## src/design/nss_pkg.sv

```systemverilog
// Shared constants, types and helpers of the note string sequencer.
`timescale 1ns / 1ps

package nss_pkg;

    // Width of the running note duration.
    localparam int DUR_BITS = 16;

    localparam int QUARTER_W = 12;
    localparam int OCT_W     = 4;
    localparam int FREQ_W    = 15;
    localparam int OUT_W     = 16;
    localparam int TONE_W    = 10;
    localparam int IDX_W     = 3;

    localparam logic [QUARTER_W-1:0] QUARTER_RST = 12'd800;
    localparam logic [OCT_W-1:0]     OCT_RST     = 4'd4;

    // Configuration register indexes.
    localparam logic REG_QUARTER = 1'b0;

    // Characters with a meaning.
    localparam logic [7:0] CH_NUL   = 8'h00;
    localparam logic [7:0] CH_ZERO  = 8'h30;
    localparam logic [7:0] CH_NINE  = 8'h39;
    localparam logic [7:0] CH_SLASH = 8'h2F;
    localparam logic [7:0] CH_DOT   = 8'h2E;
    localparam logic [7:0] CH_A     = 8'h41;
    localparam logic [7:0] CH_G     = 8'h47;
    localparam logic [7:0] CH_M     = 8'h4D;
    localparam logic [7:0] CH_R     = 8'h52;
    localparam logic [7:0] CH_W     = 8'h77;
    localparam logic [7:0] CH_H     = 8'h68;
    localparam logic [7:0] CH_Q     = 8'h71;
    localparam logic [7:0] CH_E     = 8'h65;
    localparam logic [7:0] CH_S     = 8'h73;
    localparam logic [7:0] CH_T     = 8'h74;

    // Event kinds.
    localparam logic EVT_TONE = 1'b0;
    localparam logic EVT_REST = 1'b1;

    // x / 3 by reciprocal for x below 2^(DUR_BITS+1).
    localparam int DIV3_SH = DUR_BITS + 3;
    localparam logic [DUR_BITS+1:0] DIV3_MUL =
        (DUR_BITS+2)'(((64'd1 << DIV3_SH) + 64'd2) / 64'd3);

    // x / 10 by reciprocal for x below 2^(DUR_BITS+4).
    localparam int DIV10_SH = DUR_BITS + 8;
    localparam logic [DUR_BITS+4:0] DIV10_MUL =
        (DUR_BITS+5)'(((64'd1 << DIV10_SH) + 64'd9) / 64'd10);

    localparam int SAT_W = (DUR_BITS > OUT_W) ? DUR_BITS : OUT_W;

    typedef logic [DUR_BITS-1:0] dur_t;

    // One queued event.
    typedef struct packed {
        logic             kind;
        logic [IDX_W-1:0] tone_idx;
        logic [OCT_W-1:0] octave;
        dur_t             dur;
    } nss_evt_t;

    // Push side of the event queue.
    typedef struct packed {
        logic     valid;
        nss_evt_t evt;
    } nss_push_t;

    // Pop side of the event queue.
    typedef struct packed {
        logic     valid;
        nss_evt_t evt;
    } nss_head_t;

    function automatic logic [TONE_W-1:0] tone_base(input logic [IDX_W-1:0] idx);
        logic [TONE_W-1:0] f;
        unique case (idx)
            3'd0:    f = 10'd440;
            3'd1:    f = 10'd494;
            3'd2:    f = 10'd523;
            3'd3:    f = 10'd587;
            3'd4:    f = 10'd659;
            3'd5:    f = 10'd698;
            3'd6:    f = 10'd784;
            default: f = 10'd440;
        endcase
        return f;
    endfunction

    function automatic logic [OUT_W-1:0] sat_out(input dur_t v);
        logic [SAT_W-1:0] w;
        w = SAT_W'(v);
        return (w > SAT_W'(17'd65535)) ? 16'hFFFF : w[OUT_W-1:0];
    endfunction

endpackage

```

## src/design/nss_if.sv

```systemverilog
// Channel interfaces: character input and event output.
`timescale 1ns / 1ps

interface nss_char_if;
    logic       valid;
    logic       ready;
    logic [7:0] ch;

    modport source (output valid, output ch, input ready);
    modport sink   (input valid, input ch, output ready);
endinterface

interface nss_event_if;
    logic        valid;
    logic        ready;
    logic        event_kind;
    logic [14:0] freq_hz;
    logic [15:0] on_ms;
    logic [15:0] off_ms;

    modport source (output valid, output event_kind, output freq_hz, output on_ms,
                    output off_ms, input ready);
    modport sink   (input valid, input event_kind, input freq_hz, input on_ms,
                    input off_ms, output ready);
endinterface

```

## src/design/nss_cfg.sv

```systemverilog
// APB register block holding the quarter note length.
`timescale 1ns / 1ps

module nss_cfg
    import nss_pkg::*;
(
    input  logic                 clk,
    input  logic                 rst_n,
    input  logic                 psel,
    input  logic                 penable,
    input  logic                 pwrite,
    input  logic [2:0]           paddr,
    input  logic [31:0]          pwdata,
    output logic [31:0]          prdata,
    output logic                 pready,
    output logic [QUARTER_W-1:0] quarter_len
);

    logic [QUARTER_W-1:0] quarter_reg;
    logic [QUARTER_W-1:0] quarter_next;
    logic                 wr_en;

    assign pready = 1'b1;
    assign wr_en  = psel && penable && pwrite && (paddr[2] == REG_QUARTER);

    always_comb
    begin
        quarter_next = quarter_reg;
        if (wr_en)
        begin
            quarter_next = pwdata[QUARTER_W-1:0];
        end
    end

    always_ff @(posedge clk or negedge rst_n)
    begin
        if (!rst_n)
        begin
            quarter_reg <= QUARTER_RST;
        end
        else
        begin
            quarter_reg <= quarter_next;
        end
    end

    assign prdata      = (paddr[2] == REG_QUARTER) ? {20'd0, quarter_reg} : 32'd0;
    assign quarter_len = quarter_reg;

endmodule

```

## src/design/nss_front.sv

```systemverilog
// Front end: take characters, track octave, duration and meter skip, emit events.
`timescale 1ns / 1ps

module nss_front
    import nss_pkg::*;
(
    input  logic                 clk,
    input  logic                 rst_n,
    input  logic [QUARTER_W-1:0] quarter_len,
    input  logic                 push_ready,
    output nss_push_t            push,
    nss_char_if.sink             char_ch
);

    localparam logic [1:0] PH_IDLE   = 2'd0;
    localparam logic [1:0] PH_DIGIT1 = 2'd1;
    localparam logic [1:0] PH_SLASH  = 2'd2;
    localparam logic [1:0] PH_DIGIT2 = 2'd3;

    typedef logic [DUR_BITS+1:0] wide_t;

    logic [OCT_W-1:0] oct_reg;
    logic [OCT_W-1:0] oct_next;
    dur_t             dur_reg;
    dur_t             dur_next;
    logic [1:0]       phase_reg;
    logic [1:0]       phase_next;

    logic             acc;
    logic [7:0]       c;
    logic             is_digit;
    logic             consumed;
    logic [1:0]       ph;

    logic [2*DUR_BITS+2:0] prod3;
    dur_t                  dur_trip;
    wide_t                 q_wide;
    dur_t                  dur_whole;
    dur_t                  dur_half;
    dur_t                  dur_quart;
    dur_t                  dur_eighth;
    dur_t                  dur_sixt;
    dur_t                  dur_dot;

    function automatic dur_t sat_dur(input wide_t v);
        return (v > wide_t'({DUR_BITS{1'b1}})) ? {DUR_BITS{1'b1}} : v[DUR_BITS-1:0];
    endfunction

    assign char_ch.ready = push_ready;
    assign acc           = char_ch.valid && push_ready;
    assign c             = char_ch.ch;
    assign is_digit      = (c >= CH_ZERO) && (c <= CH_NINE);

    // Duration candidates.
    assign q_wide     = wide_t'(quarter_len);
    assign dur_whole  = sat_dur(q_wide << 2);
    assign dur_half   = sat_dur(q_wide << 1);
    assign dur_quart  = sat_dur(q_wide);
    assign dur_eighth = sat_dur(q_wide >> 1);
    assign dur_sixt   = sat_dur(q_wide >> 2);
    assign dur_dot    = sat_dur((wide_t'(dur_reg) + (wide_t'(dur_reg) << 1)) >> 1);
    assign prod3      = (2*DUR_BITS+3)'({dur_reg, 1'b0}) * (2*DUR_BITS+3)'(DIV3_MUL);
    assign dur_trip   = prod3[DIV3_SH +: DUR_BITS];

    always_comb
    begin
        oct_next   = oct_reg;
        dur_next   = dur_reg;
        phase_next = phase_reg;
        push.valid = 1'b0;
        push.evt.kind     = EVT_TONE;
        push.evt.tone_idx = IDX_W'(c - CH_A);
        push.evt.octave   = oct_reg;
        push.evt.dur      = dur_reg;
        ph         = phase_reg;
        consumed   = 1'b0;

        if (acc)
        begin
            if (c == CH_NUL)
            begin
                oct_next   = OCT_RST;
                dur_next   = dur_quart;
                phase_next = PH_IDLE;
            end
            else
            begin
                // Meter mark skip: each step falls through on a mismatch.
                if (ph == PH_DIGIT1)
                begin
                    ph = PH_SLASH;
                    consumed = is_digit;
                end
                if (!consumed && ph == PH_SLASH)
                begin
                    ph = PH_DIGIT2;
                    consumed = (c == CH_SLASH);
                end
                if (!consumed && ph == PH_DIGIT2)
                begin
                    ph = PH_IDLE;
                    consumed = is_digit;
                end
                phase_next = ph;

                if (!consumed)
                begin
                    if (is_digit)
                    begin
                        oct_next = c[OCT_W-1:0];
                    end
                    else
                    begin
                        unique case (c)
                            CH_M: phase_next = PH_DIGIT1;
                            CH_W: dur_next = dur_whole;
                            CH_H: dur_next = dur_half;
                            CH_Q: dur_next = dur_quart;
                            CH_E: dur_next = dur_eighth;
                            CH_S: dur_next = dur_sixt;
                            CH_T: dur_next = dur_trip;
                            CH_DOT: dur_next = dur_dot;
                            CH_R:
                            begin
                                push.valid    = 1'b1;
                                push.evt.kind = EVT_REST;
                            end
                            default:
                            begin
                                if (c >= CH_A && c <= CH_G)
                                begin
                                    push.valid = 1'b1;
                                end
                            end
                        endcase
                    end
                end
            end
        end
    end

    always_ff @(posedge clk or negedge rst_n)
    begin
        if (!rst_n)
        begin
            oct_reg   <= OCT_RST;
            dur_reg   <= DUR_BITS'(QUARTER_RST);
            phase_reg <= PH_IDLE;
        end
        else
        begin
            oct_reg   <= oct_next;
            dur_reg   <= dur_next;
            phase_reg <= phase_next;
        end
    end

endmodule

```

## src/design/nss_queue.sv

```systemverilog
// Four-entry event queue between front and back end.
`timescale 1ns / 1ps

module nss_queue
    import nss_pkg::*;
(
    input  logic      clk,
    input  logic      rst_n,
    input  nss_push_t push,
    output logic      push_ready,
    output nss_head_t head,
    input  logic      pop
);

    localparam int DEPTH = 4;
    localparam int PTR_W = $clog2(DEPTH);

    nss_evt_t         mem_reg [DEPTH];
    logic [PTR_W-1:0] wr_ptr_reg;
    logic [PTR_W-1:0] wr_ptr_next;
    logic [PTR_W-1:0] rd_ptr_reg;
    logic [PTR_W-1:0] rd_ptr_next;
    logic [PTR_W:0]   count_reg;
    logic [PTR_W:0]   count_next;
    logic             do_push;
    logic             do_pop;

    assign push_ready = (count_reg != (PTR_W+1)'(DEPTH));
    assign do_push    = push.valid && push_ready;
    assign do_pop     = pop && head.valid;
    assign head.valid = (count_reg != '0);
    assign head.evt   = mem_reg[rd_ptr_reg];

    always_comb
    begin
        wr_ptr_next = do_push ? wr_ptr_reg + 1'b1 : wr_ptr_reg;
        rd_ptr_next = do_pop ? rd_ptr_reg + 1'b1 : rd_ptr_reg;
        count_next  = count_reg;
        unique case ({do_push, do_pop})
            2'b10:   count_next = count_reg + 1'b1;
            2'b01:   count_next = count_reg - 1'b1;
            default: count_next = count_reg;
        endcase
    end

    always_ff @(posedge clk or negedge rst_n)
    begin
        if (!rst_n)
        begin
            wr_ptr_reg <= '0;
            rd_ptr_reg <= '0;
            count_reg  <= '0;
        end
        else
        begin
            wr_ptr_reg <= wr_ptr_next;
            rd_ptr_reg <= rd_ptr_next;
            count_reg  <= count_next;
        end
    end

    always_ff @(posedge clk)
    begin
        if (do_push)
        begin
            mem_reg[wr_ptr_reg] <= push.evt;
        end
    end

endmodule

```

## src/design/nss_back.sv

```systemverilog
// Back end: turn a queued event into frequency and on/off times, hold it for transfer.
`timescale 1ns / 1ps

module nss_back
    import nss_pkg::*;
(
    input  logic       clk,
    input  logic       rst_n,
    input  nss_head_t  head,
    output logic       pop,
    nss_event_if.source event_ch
);

    localparam int SHW = TONE_W + 11;

    logic                  valid_reg;
    logic                  valid_next;
    logic                  kind_reg;
    logic [FREQ_W-1:0]     freq_reg;
    logic [OUT_W-1:0]      on_reg;
    logic [OUT_W-1:0]      off_reg;

    logic [DUR_BITS+3:0]   p9;
    logic [2*DUR_BITS+8:0] prod10;
    dur_t                  on_dur;
    dur_t                  off_dur;
    logic [SHW-1:0]        f_wide;
    logic [FREQ_W-1:0]     freq_calc;
    logic [OUT_W-1:0]      on_calc;
    logic [OUT_W-1:0]      off_calc;

    assign pop = head.valid && (!valid_reg || event_ch.ready);

    // on = floor(dur * 9 / 10), off = dur - on.
    assign p9      = (DUR_BITS+4)'(head.evt.dur) + ((DUR_BITS+4)'(head.evt.dur) << 3);
    assign prod10  = (2*DUR_BITS+9)'(p9) * (2*DUR_BITS+9)'(DIV10_MUL);
    assign on_dur  = prod10[DIV10_SH +: DUR_BITS];
    assign off_dur = head.evt.dur - on_dur;

    always_comb
    begin
        if (head.evt.octave >= OCT_RST)
        begin
            f_wide = SHW'(tone_base(head.evt.tone_idx)) << (head.evt.octave - OCT_RST);
        end
        else
        begin
            f_wide = SHW'(tone_base(head.evt.tone_idx)) >> (OCT_RST - head.evt.octave);
        end

        if (head.evt.kind == EVT_REST)
        begin
            freq_calc = '0;
            on_calc   = '0;
            off_calc  = sat_out(head.evt.dur);
        end
        else
        begin
            freq_calc = f_wide[FREQ_W-1:0];
            on_calc   = sat_out(on_dur);
            off_calc  = sat_out(off_dur);
        end
    end

    always_comb
    begin
        valid_next = valid_reg;
        if (pop)
        begin
            valid_next = 1'b1;
        end
        else if (event_ch.ready)
        begin
            valid_next = 1'b0;
        end
    end

    always_ff @(posedge clk or negedge rst_n)
    begin
        if (!rst_n)
        begin
            valid_reg <= 1'b0;
        end
        else
        begin
            valid_reg <= valid_next;
        end
    end

    always_ff @(posedge clk)
    begin
        if (pop)
        begin
            kind_reg <= head.evt.kind;
            freq_reg <= freq_calc;
            on_reg   <= on_calc;
            off_reg  <= off_calc;
        end
    end

    assign event_ch.valid      = valid_reg;
    assign event_ch.event_kind = kind_reg;
    assign event_ch.freq_hz    = freq_reg;
    assign event_ch.on_ms      = on_reg;
    assign event_ch.off_ms     = off_reg;

endmodule

```

## src/design/note_string_sequencer.sv

```systemverilog
// Top level of the note string sequencer: register block, front end, queue, back end.
`timescale 1ns / 1ps

// Channel   | Role   | Payload                                   | Transfer when
// ----------+--------+-------------------------------------------+--------------------
// char_ch   | sink   | ch[7:0]                                   | valid && ready
// event_ch  | source | event_kind, freq_hz[14:0], on_ms, off_ms  | valid && ready
// APB       | slave  | quarter note length at byte address 0     | psel&penable&pwrite
//
// One character per cycle while the queue has room. The front end updates octave,
// duration and meter skip in the cycle of the transfer; a tone or rest is written
// into the queue at the character's transfer edge and then, once the back end pops
// it, into the back-end output register (where the single divide-by-ten multiply
// sits), from which event_ch offers it.
// Reset puts octave 4, a quarter-note duration of 800 ms and an idle meter skip.
// char_ch.ready drops only when the four-entry queue is full; the output
// register is reloaded in the same cycle its event transfers, so a stalled
// event_ch backs up through the queue before the front end stalls.

module note_string_sequencer
    import nss_pkg::*;
(
    input  logic         clk,
    input  logic         rst_n,
    input  logic         psel,
    input  logic         penable,
    input  logic         pwrite,
    input  logic [2:0]   paddr,
    input  logic [31:0]  pwdata,
    output logic [31:0]  prdata,
    output logic         pready,
    nss_char_if.sink     char_ch,
    nss_event_if.source  event_ch
);

    logic [QUARTER_W-1:0] quarter_len;
    nss_push_t            push;
    logic                 push_ready;
    nss_head_t            head;
    logic                 pop;

    // Quarter note length register; a write takes effect at the next
    // duration letter or end of song.
    nss_cfg u_cfg (
        .clk         (clk),
        .rst_n       (rst_n),
        .psel        (psel),
        .penable     (penable),
        .pwrite      (pwrite),
        .paddr       (paddr),
        .pwdata      (pwdata),
        .prdata      (prdata),
        .pready      (pready),
        .quarter_len (quarter_len)
    );

    // Classify each character; notes and rests become queued events.
    nss_front u_front (
        .clk         (clk),
        .rst_n       (rst_n),
        .quarter_len (quarter_len),
        .push_ready  (push_ready),
        .push        (push),
        .char_ch     (char_ch)
    );

    // Decouple the front end from output stalls.
    nss_queue u_queue (
        .clk        (clk),
        .rst_n      (rst_n),
        .push       (push),
        .push_ready (push_ready),
        .head       (head),
        .pop        (pop)
    );

    // Compute frequency and on/off times, hold the event until it transfers.
    nss_back u_back (
        .clk      (clk),
        .rst_n    (rst_n),
        .head     (head),
        .pop      (pop),
        .event_ch (event_ch)
    );

endmodule

```

## src/flat_wrapper.sv

```systemverilog
// flat-port wrapper written by rule: the top's interface ports become plain ports
module note_string_sequencer_flat import nss_pkg::*;
  (clk, rst_n, psel, penable, pwrite, paddr, pwdata, prdata, pready, char_ch_valid, char_ch_ch, char_ch_ready, event_ch_valid, event_ch_event_kind, event_ch_freq_hz, event_ch_on_ms, event_ch_off_ms, event_ch_ready);
  nss_char_if char_ch_i ();
  nss_event_if event_ch_i ();
  input  logic clk;
  input  logic rst_n;
  input  logic psel;
  input  logic penable;
  input  logic pwrite;
  input  logic [2:0] paddr;
  input  logic [31:0] pwdata;
  output logic [31:0] prdata;
  output logic pready;
  input wire logic [$bits(char_ch_i.valid)-1:0] char_ch_valid;
  input wire logic [$bits(char_ch_i.ch)-1:0] char_ch_ch;
  output wire logic [$bits(char_ch_i.ready)-1:0] char_ch_ready;
  output wire logic [$bits(event_ch_i.valid)-1:0] event_ch_valid;
  output wire logic [$bits(event_ch_i.event_kind)-1:0] event_ch_event_kind;
  output wire logic [$bits(event_ch_i.freq_hz)-1:0] event_ch_freq_hz;
  output wire logic [$bits(event_ch_i.on_ms)-1:0] event_ch_on_ms;
  output wire logic [$bits(event_ch_i.off_ms)-1:0] event_ch_off_ms;
  input wire logic [$bits(event_ch_i.ready)-1:0] event_ch_ready;
  assign char_ch_i.valid = char_ch_valid;
  assign char_ch_i.ch = char_ch_ch;
  assign char_ch_ready = char_ch_i.ready;
  assign event_ch_valid = event_ch_i.valid;
  assign event_ch_event_kind = event_ch_i.event_kind;
  assign event_ch_freq_hz = event_ch_i.freq_hz;
  assign event_ch_on_ms = event_ch_i.on_ms;
  assign event_ch_off_ms = event_ch_i.off_ms;
  assign event_ch_i.ready = event_ch_ready;
  note_string_sequencer u_core (.clk(clk), .rst_n(rst_n), .psel(psel), .penable(penable), .pwrite(pwrite), .paddr(paddr), .pwdata(pwdata), .prdata(prdata), .pready(pready), .char_ch(char_ch_i), .event_ch(event_ch_i));
endmodule
```

## config.mk

```make
export PLATFORM = sky130hd
export DESIGN_NAME = note_string_sequencer_flat
export DESIGN_NICKNAME = d
export VERILOG_FILES = /design/src/design/nss_pkg.sv /design/src/design/nss_if.sv /design/src/design/nss_cfg.sv /design/src/design/nss_front.sv /design/src/design/nss_queue.sv /design/src/design/nss_back.sv /design/src/design/note_string_sequencer.sv /design/src/flat_wrapper.sv
export SDC_FILE = /design/constraint.sdc
export NUM_CORES = 1
export LEC_CHECK = 0
export BUFFER_PORTS_ARGS = -buffer_cell sky130_fd_sc_hd__buf_2
export CAP_MARGIN = 30
export CELL_PAD_IN_SITES_DETAIL_PLACEMENT = 2
export CELL_PAD_IN_SITES_GLOBAL_PLACEMENT = 2
export CORE_ASPECT_RATIO = 0.8
export CORE_MARGIN = 3
export CORE_UTILIZATION = 42
export CTS_BUF_LIST = sky130_fd_sc_hd__clkbuf_2 sky130_fd_sc_hd__clkbuf_4 sky130_fd_sc_hd__clkbuf_8
export DETAILED_ROUTE_END_ITERATION = 12
export GPL_TIMING_DRIVEN = 0
export PLACE_DENSITY = 0.79
export REMOVE_ABC_BUFFERS = 1
export SLEW_MARGIN = 40
export SYNTH_ARGS = -nofsm -noshare
export SYNTH_HDL_FRONTEND = slang
export SYNTH_HIERARCHICAL = 1
export SYNTH_SLANG_ARGS = --single-unit
```

## constraint.sdc

```tcl
create_clock -name clk -period 16.8 [get_ports clk]
set_clock_uncertainty 0.2 [all_clocks]
set_input_delay 1.68 -clock clk [delete_from_list [all_inputs] [get_ports clk]]
set_output_delay 1.68 -clock clk [all_outputs]
set_load 0.02 [all_outputs]
```

# Word level (Yosys, flattened, before mapping)
# Memory sizes are Yosys's and may differ from the RTL's.
# Cells that the tools add are included.
# word_totals
wordCells,144
ramBits,96
output_inout_bits,83
input_bits,50
memories,1
reg_bits,90
# classes
mul,2
mux,54
n_reduce_logical,24
n_eq_ne,24
n_bitwise,1
addsub,10
shift,2
order_cmp,14
# memory_table
memory,depth,word_bits,rd,rd_ports_with_merged_regs,wr,line_no,rtl
u_core.u_queue.mem_reg,4,24,1,0,1,nss_queue.sv:18,nss_evt_t mem_reg [DEPTH];
# ops
operator,n
16-bit two-way mux,13
16-bit case mux with 7 select lines,1
8-bit by 7-bit == test with 1-bit output (second input constant),8
10-bit case mux with 6 select lines,1
16-bit > comparator (second input constant),3
20-bit by 20-bit multiplier with 39-bit output (second input constant),1
16-bit by 18-bit multiplier with 34-bit output (second input constant),1
2-bit two-way mux,15
16-bit by 19-bit adder with 20-bit output,1
10-bit two-way mux,2
16-bit by 17-bit adder with 18-bit output,1
17-bit by 16-bit > comparator with 1-bit output (second input constant),1
8-bit by 6-bit == test with 1-bit output (second input constant),2
10-bit by 16-bit > comparator with 1-bit output (second input constant),1
11-bit by 16-bit > comparator with 1-bit output (second input constant),1
12-bit by 16-bit > comparator with 1-bit output (second input constant),1
13-bit by 16-bit > comparator with 1-bit output (second input constant),1
14-bit by 16-bit > comparator with 1-bit output (second input constant),1
16-bit subtractor,1
1-bit two-way mux,15
15-bit two-way mux,1
10-bit by 4-bit << shifter with 15-bit output,1
10-bit by 4-bit >> shifter with 15-bit output,1
12-bit two-way mux,1
32 further kinds,56

# Logic depth before layout (Yosys ltp)
# logic_depth
word_depth,21
ltp_mapped,49
ltp_nobuf,47

# By module
# The synthesis kept the hierarchy.
# modules_own_cells
module,instances,cells_per_inst,seq_area_each_um2,area_per_inst_um2
nss_back,1,1391,1466.4,12351.8
nss_front,1,780,555.5,6847.8
nss_queue,1,163,3057.9,3890.0
nss_cfg,1,62,304.0,758.2

# Worst setup path before layout
# No wires, ideal clock.
# synth_path
path_kind,reg2reg
from,register u_core.u_queue.rd_ptr_reg[0]
to,"register u_core.u_back.off_reg[13] (netlist: u_core/u_back/event_ch.off_ms[13]), data pin"
arrival_time_ns,11.552
path_buffers,2
path_stages_with_launch,49
setup_time_ns,0.263
synth_period_minus_slack_ns,12.015
required_ns,16.337
setup_slack_ns,4.785
path_cell_list,dfrtp_1 buf_4 buf_4 mux4_2 ha_1 inv_1 fa_1 nor2b_1 o21ai_0 a21boi_0 o21ai_0 a21boi_0 o21ai_0 a21boi_0 o21ai_0 a21boi_0 o21a_1 or2_2 (+13 left out) nand4_1 nor3_1 a22o_2 or4_4 a21oi_1 xor2_1 ha_1 o21a_1 or2_2 a2111o_1 nand4_2 a311oi_1 o41ai_2 a31oi_1 maj3_2 a221oi_2 mux2i_1 xnor2_1
# synth_lines
element,line_no,rtl
from (decl),nss_queue.sv:21,logic [PTR_W-1:0] rd_ptr_reg;
from (signal assigned),nss_queue.sv:57,rd_ptr_reg <= rd_ptr_next;
to (signal assigned),nss_back.sv:97,off_reg <= off_calc;
to (decl),nss_back.sv:21,logic [OUT_W-1:0] off_reg;

==> reports/metrics.csv <==
stage;metric;value;unit
final_layout;largest_register_ffs;96;
place;port_buffers;89;
sta;setup_tns;0;ns
sta;period_share;92.0;%
clocking;post_cts.repair.setup_buffers;0;
logic_synthesis;synth_area_leaders;fa_1 (19%), ha_1 (18%), edfxtp_1 (18%), inv_1 (6.7%), dfrtp_1 (3.7%);
route;vias;19223;
clocking;path_clk_slew;0.12;ns
final_layout;drive_gt1_share;10.6;%
clocking;cts_tree;done;
route;vias_per_cell;6.02;
worst_setup_path;path_max_fanout;26;
sta;max_freq;64.7;MHz
sta;slew_viol_final;0;
worst_setup_path;crit_slowest_cell;dfrtp_4;
final_layout;final_common_cell;inv_1;
route;drt-total-wl;85300;µm
worst_setup_path;required;16.86;ns
final_layout;final_nets;3049;
route;drt-initial-drc-count;1852;
logic_synthesis;ys_types;128;
sta;finalHoldViolCount;0;
route;drt_pass1_iterations;5;
clocking;cts_hold_buf;0;
clocking;ctsResizeCount;0;
logic_synthesis;synthArstFlopShare;22.6;%
clocking;cts.sinks;186;
clocking;clk_latency;0.50;ns
clocking;clk_path_buf_depth;2;
grt;grt-ovfl-total;0;
worst_setup_path;start_kind;flip-flop;
grt;grt_pass1_vias;21257;
clocking;htree_levels;4;
place;place_hpwl;69900;µm
final_layout;seqCellArea;0.00539;mm²
grt;grt_max_degree;55;
place;gp_congestion;0.935;
die;die-area;0.0597;mm²
die;core;0.0557;mm²
worst_setup_path;end_kind;flip-flop;
final_layout;layout_common_cells;inv_1 (424), ha_1 (347), fa_1 (221), edfxtp_1 (144), nand2_1 (138);
logic_synthesis;syn_area_per_cell;9.95;µm²
logic_synthesis;ys.warnings.count;6;
logic_synthesis;ys_seq_area_share;22.6;%
flow_run;maxCapViolCount;0;
die;start_util;42.8;%
sta;slew_headroom;39.3;%
logic_synthesis;netlist_instances;2396;
sta;rsz0062_at_grt;no;
worst_setup_path;cp_common_cell;fa_1;
die;die_w;272;µm
die;fp.dieH;219;µm
sta;final.setup.worst_slack;1.34;ns
route;drc;0;
outcome;status;finished clean;
final_layout;finalInstanceArea;0.0253;mm²
sta;setup_viol;0;
logic_synthesis;netlist_area;0.0238;mm²
worst_setup_path;path_buf_inv;5;
worst_setup_path;path_delay_family;adder cells;
worst_setup_path;arrival;15.52;ns
sta;finalCriticalPeriod;15.46;ns
place;post-place-ws;1.86;ns
grt;antenna_found_initial;1;
route;wire_per_inst;26.7;µm
logic_synthesis;ys_ff_latch;186;
grt;grt_usage;28.8;%
worst_setup_path;worstSetupPathType;reg2reg;
final_layout;area_growth;6.23;%
route;final_antenna_net_count;0;
logic_synthesis;synthFlopType;edfxtp_1;
logic_synthesis;synth_top_area_cell;fa_1;
place;placed_area;0.0249;mm²
die;num_io_pins;133;
final_layout;nFillCells;5967;
die;rows;77;
grt;grt_pass1_wl;131000;µm
worst_setup_path;max_stage_delay;0.79;ns
final_layout;multi_input_area;0.0165;mm²
logic_synthesis;yosys.area.top_type_share;18.6;%
logic_synthesis;synth_edf_count;144;
min_path;hp-class;reg2reg;
sta;tightest_slew;0.907;ns
clocking;cts_buffers;17;
clocking;clockRootBuffer;clkbuf_8;
-- per-layer routing --
layer  global-route usage, %  part of all wire, %  up-vias
met5                       0                    0        -
met4                    5.09                  1.4        0
met3                    5.15                  7.0       96
met2                    46.0                   46      721
met1                    41.4                   46    10043
li1                        -                    -     8363
-- final cells by class --
| class | count | area share, % |
|---|---|---|
| clock buffers | 17 | 0.924 |
| inverters | 426 | 6.31 |
| diodes | 1 | 0.00988 |
| multi-input cells | 1710 | 65.3 |
| well taps | 750 | 3.70 |
| clock inverters | 15 | 0.612 |
| repair buffers | 90 | 1.85 |
| flip-flops and latches | 186 | 21.3 |
-- kinds of logic (layout without fill, tap and decap cells) --
family | count (synthesis) | in the layout | share of synthesized area, %
adder cells (fa/ha/maj) | 572 | 572 | 36.9
buffers and inverters | 519 | 548 | 8.69
AO/OA/AOI/OAI | 492 | 492 | 14.7
AND/OR/NAND/NOR | 491 | 491 | 10.3
flip-flops | 186 | 186 | 22.6
XOR/XNOR | 83 | 83 | 3.05
multiplexers | 51 | 51 | 3.69
other | 2 | 22 | 0.0315
-- per-stage QoR --
| step | cells | utilization (%) | hold WS, ns |
|---|---|---|---|
| after floorplan | 2322 | - | 0.269 |
| after global placement | 3161 | 44.6 | 0.290 |
| after CTS | 3194 | 45.4 | 0.342 |
| after detailed placement | 3162 | 44.7 | 0.317 |
| final | 3195 | 45.5 | 0.340 |
| after global routing | 3195 | 45.5 | 0.374 |
-- cell usage after synthesis, types with 7 or more instances --
cell	number
a21oi_1	109
o21ai_0	98
o21bai_1	8
mux2i_1	10
and2_1	11
a31oi_1	18
a21o_1	15
a211oi_1	13
mux4_2	24
and3_1	11
o21a_1	16
fa_1	221
clkbuf_1	45
xor2_1	21
a21boi_0	9
mux2_4	13
a221oi_1	9
a22oi_1	16
dfstp_2	7
buf_1	9
edfxtp_1	144
dfrtp_1	35
nand2_1	138
inv_1	424
nand3_1	47
buf_4	25
nor3b_1	9
o22ai_1	18
or3_1	9
nor4_1	11
o21ai_1	19
ha_1	347
buf_2	12
nand2b_1	8
nor3_1	30
nor2_1	130
a222oi_1	7
o31ai_1	8
nand4_1	21
o211ai_1	23
xnor2_1	62
nor2b_1	19
or2_2	7
-- path summary, 6_finish.rpt --
kind | start | to | slack, ns | cells past startpoint
max | u_core/u_queue/rd_ptr_reg[0]$_DFFE_PN0P_ | u_core/u_back/event_ch.off_ms[13]$_DFFE_PP_ | 1.34 | 45
min | u_core/u_queue/count_reg[2]$_DFFE_PN0P_ | u_core/u_queue/count_reg[2]$_DFFE_PN0P_ | 0.34 | 1
max reg2reg | u_core/u_queue/rd_ptr_reg[0]$_DFFE_PN0P_ | u_core/u_back/event_ch.off_ms[13]$_DFFE_PP_ | 1.34 | 45
min reg2reg | u_core/u_queue/count_reg[2]$_DFFE_PN0P_ | u_core/u_queue/count_reg[2]$_DFFE_PN0P_ | 0.34 | 1
max in group asynchronous | rst_n | u_core/u_queue/rd_ptr_reg[0]$_DFFE_PN0P_ | 14.98 | 1
min in group asynchronous | rst_n | u_core/u_back/event_ch.valid$_DFFE_PN0P_ | 0.96 | 1
Power is left out: the tool's default activity adds up to more than one toggle a clock period on the data nets, which glitch-free logic cannot reach.
